File: src/rtl/core/bfa_pkg.sv
`timescale 1ns / 1ps
package bfa_pkg;

  localparam int NUM_LIMBS_DEF = 6;
  localparam int LIMB_BITS_DEF = 64;
  localparam int NL = 6;
  localparam int LB = 64;
  localparam int WL = 2 * NL;

  typedef logic [LB-1:0] limb_t;

  typedef enum logic [1:0] {
    CMD_ADD = 2'd0,
    CMD_SUB = 2'd1,
    CMD_MUL = 2'd2,
    CMD_NOP = 2'd3
  } cmd_t;

  typedef struct packed {
    logic [1:0] command;
    limb_t      a_limb;
    limb_t      b_limb;
  } in_word_t;

  typedef struct packed {
    limb_t result_limb;
    logic  last;
  } out_word_t;

  // Datapath operations issued by the controller
  typedef enum logic [3:0] {
    OP_IDLE,
    OP_CLR,      // clear wide store and carry
    OP_MAC,      // acc[i+j] (+)= x[i]*y[j] + carry, select by src
    OP_HI,       // write carry into acc[i+j]
    OP_ADDSUB,   // one limb of add/sub of operands into result
    OP_FIX,      // one limb of conditional correction of result
    OP_FINAL,    // one limb of T + m*p, take upper half
    OP_ZERO      // clear result limb
  } op_t;

  typedef enum logic [1:0] {
    SRC_TT,   // x = a, y = b, acc = wide store
    SRC_M,    // x = wide[i], y = np[j], acc = m
    SRC_MP    // x = m, y = p, acc = mp
  } src_t;

  typedef enum logic [3:0] {
    ST_LOAD,
    ST_CLR,
    ST_MAC,
    ST_HI,
    ST_ADDSUB,
    ST_CHECK,
    ST_FIX,
    ST_FINAL,
    ST_ZERO,
    ST_EMIT
  } state_t;

  typedef struct packed {
    op_t        op;
    src_t       src;
    logic [2:0] i;
    logic [2:0] j;
    logic [1:0] part;      // MAC: which 32x32 partial product this cycle
    logic       fix_sub;   // FIX: subtract p (1) or add p (0)
    logic       carry_clr; // clear carry before this step
  } dp_cmd_t;

  typedef struct packed {
    logic need_fix;
    logic borrow;
  } dp_stat_t;

  function automatic limb_t p_limb(input logic [2:0] k);
    case (k)
      3'd0: p_limb = 64'd13402431016077863595;
      3'd1: p_limb = 64'd2210141511517208575;
      3'd2: p_limb = 64'd7435674573564081700;
      3'd3: p_limb = 64'd7239337960414712511;
      3'd4: p_limb = 64'd5412103778470702295;
      3'd5: p_limb = 64'd1873798617647539866;
      default: p_limb = '0;
    endcase
  endfunction

  function automatic limb_t np_limb(input logic [2:0] k);
    case (k)
      3'd0: np_limb = 64'd9940570264628428797;
      3'd1: np_limb = 64'd2912381532814513128;
      3'd2: np_limb = 64'd1652591199965612872;
      3'd3: np_limb = 64'd1868090109324352332;
      3'd4: np_limb = 64'd7544399084751736664;
      3'd5: np_limb = 64'd14893510650384546964;
      default: np_limb = '0;
    endcase
  endfunction

endpackage

File: src/rtl/core/bfa_ctrl.sv
`timescale 1ns / 1ps
module bfa_ctrl (
  input  logic             clk,
  input  logic             rst_n,
  input  logic             in_fire,
  input  logic [1:0]       in_cmd,
  input  logic             out_fire,
  input  bfa_pkg::dp_stat_t stat,
  output logic             in_ready_o,
  output logic             out_valid_o,
  output logic [2:0]       load_idx,
  output logic [2:0]       rd_idx,
  output logic             sub_mode,
  output bfa_pkg::dp_cmd_t cmd
);
  import bfa_pkg::*;

  state_t     st_r, st_nxt;
  logic [2:0] cnt_r, cnt_nxt;
  logic [2:0] i_r, i_nxt, j_r, j_nxt;
  logic [1:0] phase_r, phase_nxt;
  logic [1:0] part_r, part_nxt;
  cmd_t       op_r, op_nxt;

  assign load_idx = cnt_r;
  assign rd_idx   = cnt_r;
  assign sub_mode = (op_r == CMD_SUB);

  // Next state
  always_comb begin
    st_nxt = st_r; cnt_nxt = cnt_r; i_nxt = i_r; j_nxt = j_r;
    phase_nxt = phase_r; op_nxt = op_r; part_nxt = part_r;
    case (st_r)
      ST_LOAD: if (in_fire) begin
        cnt_nxt = cnt_r + 3'd1;
        if (cnt_r == 3'd5) begin
          cnt_nxt = '0; i_nxt = '0; j_nxt = '0; phase_nxt = '0;
          part_nxt = '0;
          op_nxt = cmd_t'(in_cmd);
          case (cmd_t'(in_cmd))
            CMD_ADD, CMD_SUB: st_nxt = ST_ADDSUB;
            CMD_MUL: st_nxt = ST_CLR;
            default: st_nxt = ST_ZERO;
          endcase
        end
      end
      ST_CLR: st_nxt = ST_MAC;
      ST_MAC: begin
        // Hold the limb product for its four partial products
        if (part_r != 2'd3) begin
          part_nxt = part_r + 2'd1;
        end else begin
          part_nxt = '0;
          if (phase_r == 2'd1) begin
            // m = T low * np mod R: triangle j < NL - i
            if (j_r == 3'd5 - i_r) begin
              j_nxt = '0;
              if (i_r == 3'd5) begin
                i_nxt = '0; phase_nxt = 2'd2;
              end else i_nxt = i_r + 3'd1;
            end else j_nxt = j_r + 3'd1;
          end else if (j_r == 3'd5) begin
            j_nxt = '0; st_nxt = ST_HI;
          end else j_nxt = j_r + 3'd1;
        end
      end
      ST_HI: begin
        if (i_r == 3'd5) begin
          i_nxt = '0;
          if (phase_r == 2'd0) begin
            phase_nxt = 2'd1; st_nxt = ST_MAC;
          end else st_nxt = ST_FINAL;
        end else begin
          i_nxt = i_r + 3'd1; st_nxt = ST_MAC;
        end
      end
      ST_FINAL: begin
        if (j_r == 3'd5) begin
          j_nxt = '0;
          if (i_r == 3'd1) begin
            i_nxt = '0; st_nxt = ST_CHECK;
          end else i_nxt = 3'd1;
        end else j_nxt = j_r + 3'd1;
      end
      ST_ADDSUB: if (i_r == 3'd5) begin
        i_nxt = '0; st_nxt = ST_CHECK;
      end else i_nxt = i_r + 3'd1;
      ST_CHECK: begin
        if ((op_r == CMD_SUB) ? stat.borrow : stat.need_fix) st_nxt = ST_FIX;
        else st_nxt = ST_EMIT;
      end
      ST_FIX: if (i_r == 3'd5) begin
        i_nxt = '0; st_nxt = ST_EMIT;
      end else i_nxt = i_r + 3'd1;
      ST_ZERO: if (i_r == 3'd5) begin
        i_nxt = '0; st_nxt = ST_EMIT;
      end else i_nxt = i_r + 3'd1;
      ST_EMIT: if (out_fire) begin
        cnt_nxt = cnt_r + 3'd1;
        if (cnt_r == 3'd5) begin
          cnt_nxt = '0; st_nxt = ST_LOAD;
        end
      end
      default: st_nxt = ST_LOAD;
    endcase
    // FINAL walks k = 0..11 as (i, j) with i in {0,1}: remap below
  end

  // Outputs
  always_comb begin
    cmd = '0;
    cmd.op = OP_IDLE;
    cmd.src = SRC_TT;
    cmd.i = i_r;
    cmd.j = j_r;
    in_ready_o  = (st_r == ST_LOAD);
    out_valid_o = (st_r == ST_EMIT);
    case (st_r)
      ST_CLR: cmd.op = OP_CLR;
      ST_MAC: begin
        cmd.op = OP_MAC;
        cmd.src = (phase_r == 2'd0) ? SRC_TT :
                  (phase_r == 2'd1) ? SRC_M : SRC_MP;
        cmd.part = part_r;
        cmd.carry_clr = (j_r == 3'd0);
      end
      ST_HI: begin
        cmd.op = OP_HI;
        cmd.src = (phase_r == 2'd0) ? SRC_TT : SRC_MP;
        cmd.j = 3'd6; // k = i + 6
      end
      ST_FINAL: begin
        // k = 6*i + j for i in 0..1 handled as i + j with i stepping by 6
        cmd.op = OP_FINAL;
        cmd.i = (i_r == 3'd0) ? 3'd0 : 3'd6;
        cmd.j = j_r;
        cmd.carry_clr = (i_r == 3'd0) && (j_r == 3'd0);
      end
      ST_ADDSUB: begin
        cmd.op = OP_ADDSUB;
        cmd.carry_clr = (i_r == 3'd0);
      end
      ST_FIX: begin
        cmd.op = OP_FIX;
        cmd.fix_sub = (op_r != CMD_SUB);
        cmd.carry_clr = (i_r == 3'd0);
      end
      ST_ZERO: cmd.op = OP_ZERO;
      default: ;
    endcase
  end

  always_ff @(posedge clk) begin
    if (!rst_n) begin
      st_r <= ST_LOAD; cnt_r <= '0; i_r <= '0; j_r <= '0;
      phase_r <= '0; part_r <= '0; op_r <= CMD_ADD;
    end else begin
      st_r <= st_nxt; cnt_r <= cnt_nxt; i_r <= i_nxt; j_r <= j_nxt;
      phase_r <= phase_nxt; part_r <= part_nxt;
      op_r <= op_nxt;
    end
  end
endmodule

File: config.mk
export PLATFORM = sky130hd
export DESIGN_NAME = bfa_ctrl
export DESIGN_NICKNAME = d
export VERILOG_FILES = /design/src/rtl/core/bfa_pkg.sv /design/src/rtl/core/bfa_ctrl.sv
export SDC_FILE = /design/constraint.sdc
export NUM_CORES = 1
export LEC_CHECK = 0
export BUFFER_PORTS_ARGS = -buffer_cell sky130_fd_sc_hd__buf_4
export CORE_MARGIN = 2
export CORE_UTILIZATION = 36
export DETAILED_ROUTE_END_ITERATION = 16
export SYNTH_ARGS = -nofsm -noshare
export SYNTH_HDL_FRONTEND = slang
export SYNTH_SLANG_ARGS = --single-unit
File: constraint.sdc
create_clock -name clk -period 2.3 [get_ports clk]
set_input_delay 0 -clock clk [delete_from_list [all_inputs] [get_ports clk]]
set_output_delay 0 -clock clk [all_outputs]
set_load 0.01 [all_outputs]
==> flow_metrics.tcl <==
set metrics [dict create \
    status "complete, no violations" \
    async_flop_share_pct 0 \
    holdCritPathClass "input pin to register" \
    grt_pass1_vias 1529 \
    cts_setup_buffers 0 \
    power_density_mw_per_mm2 999 \
    syn_to_final_growth_pct 21.9 \
    start_util_pct 37.1 \
    drc 0 \
    drt_iter0_markers 187 \
    yosysMostFrequentCell "nand2_1" \
    clk_latency_ns 0.26 \
    fin_tns_setup_ns 0 \
    drt-vias-per-instance 5.52 \
    p_leak_nw 0.773 \
    grt_use_total_pct 18.9 \
    cts_hold_buf 0 \
    fp.dieW_um 71.0 \
    crit_path_start_kind "register" \
    syn_area_per_cell_um2 7.48 \
    synth_area_leaders "dfxtp_1, a21oi_1, ha_1" \
    cts_made_buffers 3 \
    worst_pin_slew_ns 0.594 \
    fp.dieH_um 71.0 \
    finalClockSkew_ns 0.00361 \
    yosysWarnings 0 \
    yosys-top-cells-count "nand2_1, a21oi_1, dfxtp_1" \
    rows 24 \
    ys.flop_type "dfxtp_1" \
    pin_count 33 \
    clk_pin_slew_worst_paths_ns 0.08 \
    synth_edf_count 0 \
    place.gp.congestion 0.799 \
    worst_ep_required_time_ns 2.48 \
    hold_viol_final 0 \
    timing.fmax_ghz 0.464 \
    ff2ff_path_depth 7 \
    ys_ff_latch 19 \
    wl_um 4440 \
    grt_overflow_total 0 \
    dp_hpwl_um 3320 \
    grt_antenna_before_repair 0 \
    dieArea_mm2 0.00504 \
    clkSinkCount 19 \
    drt_pre_antenna_iters 4 \
    antenna_left 0 \
    cts-resized-gates 0 \
    clockBufferDepth 2 \
    grt_pass1_wl_um 7600 \
    detailroute.via_count 1651 \
    wl_per_cell_um 14.8 \
    ys_types 56 \
    final_cells 299 \
    drv_cap 0 \
    clockRootBuffer "clkbuf_8" \
    end_kind "register" \
    max_slew_margin_pct 60.2 \
    core_area_mm2 0.00435 \
    fin_crit_ns 2.16 \
    path_max_fanout 6 \
    synth_area_mm2 0.00162 \
    synth_seq_area_share_pct 23.5 \
    finalCritPeriodShare_pct 93.7 \
    nNetsFinal 264 \
    grt_max_degree 22 \
    setup_violations 0 \
    crit_type "register to register" \
    whs_path_depth 3 \
    synth_top_area_cell "dfxtp_1" \
    fill_cells 442 \
    htreeDepth 1 \
    diodes 0 \
    drive_gt1_share_pct 25.5 \
    synth_top_cell_area_share_pct 23.5 \
    post-route-util_pct 45.3 \
    whs_ns 0.0122 \
    power_mw 1.97 \
    dp.cells 295 \
    crit_arrival_ns 2.33 \
    peakVddDrop_mv 0.388 \
    rsz0062_at_grt "false" \
    tritoncts "built" \
    io_buffers 31 \
    syn_inst 216 \
    syn_nets 232 \
    drv_slew 0 \
]
==> area by class of cell <==
cell class                      instances  area, µm²  share of cell area (%)
Clock buffer                            4       45.0                    2.29
Inverter                               12       45.0                    2.29
Multi-Input combinational cell        170       1120                    56.8
Sequential cell                        19        380                    19.3
Tap cell                               52       65.1                    3.30
Timing Repair Buffer                   42        315                    16.0
==> per-stage QoR <==
stage / setup slack [ns] / cell area, µm²
floorplan: 0.215 / 1620
CTS: 0.115 / 1960
global route: 0.0139 / 1970
global placement: 0.212 / 1910
finish: 0.144 / 1970
detailed placement: 0.135 / 1910
==> report_power, final <==
part	total, mW	switching [mW]	internal [mW]
combinational	1.24	0.682	0.562
sequential	0.485	0.103	0.382
clock	0.241	0.117	0.123
total	1.97	0.902	1.07
==> worst max-delay path: stages, from the launching register on <==
cell and delay [ns]:
dfxtp_1 0.33, inv_1 0.07, ha_1 0.30, xor2_1 0.18
nor4_4 0.37, o2111ai_4 0.18, or4_1 0.49, o22ai_1 0.15
==> cell usage in the layout (no fill, tap or decap), types with 4 or more instances in the layout <==
cell type and count:
a21oi_1 21, and2_1 4, buf_4 42, dfxtp_1 19
ha_1 8, inv_1 10, nand2_1 23, nand3_1 12
nand4b_1 4, nor2_1 15, nor2b_1 4, nor3_1 9
o21ai_0 11
==> per-layer routing <==
metal,routed length [µm],GRT usage (%)
met3,270,3.70
met5,0,0
met2,1980,28.3
met1,2110,27.4
met4,72,5.66
==> logic make-up (layout without fill, tap and decap cells) <==
kind of cell               count (synthesis)  count (layout)  share of synthesized area [%]
AOI/OAI and AO/OA                         54              54                           22.5
and+or+nand+nor                           98              98                           34.4
other                                      1               1                          0.232
xor gates and xnor gates                   5               5                           2.71
buffers and inverters                     27              58                           7.90
adders and majority gates                  8               8                           6.19
DFF                                       19              19                           23.5
muxes                                      4               4                           2.55
==> flip-flops by register name (all words and copies together), names as in the netlist <==
name	cells
op_r	2
phase_r	2
st_r	4
part_r	2
i_r	3
load_idx	3
j_r	3
==> worst paths after layout <==
path / slack (ns) / from / endpoint
setup / recovery: 0.14 / i_r[1] / i_r[2]
hold / removal: 0.01 / in_cmd[0] / op_r[0]
setup reg to reg: 0.14 / i_r[1] / i_r[2]
hold reg to reg: 0.46 / op_r[0] / op_r[0]
Power figures use the tool's default switching activity.
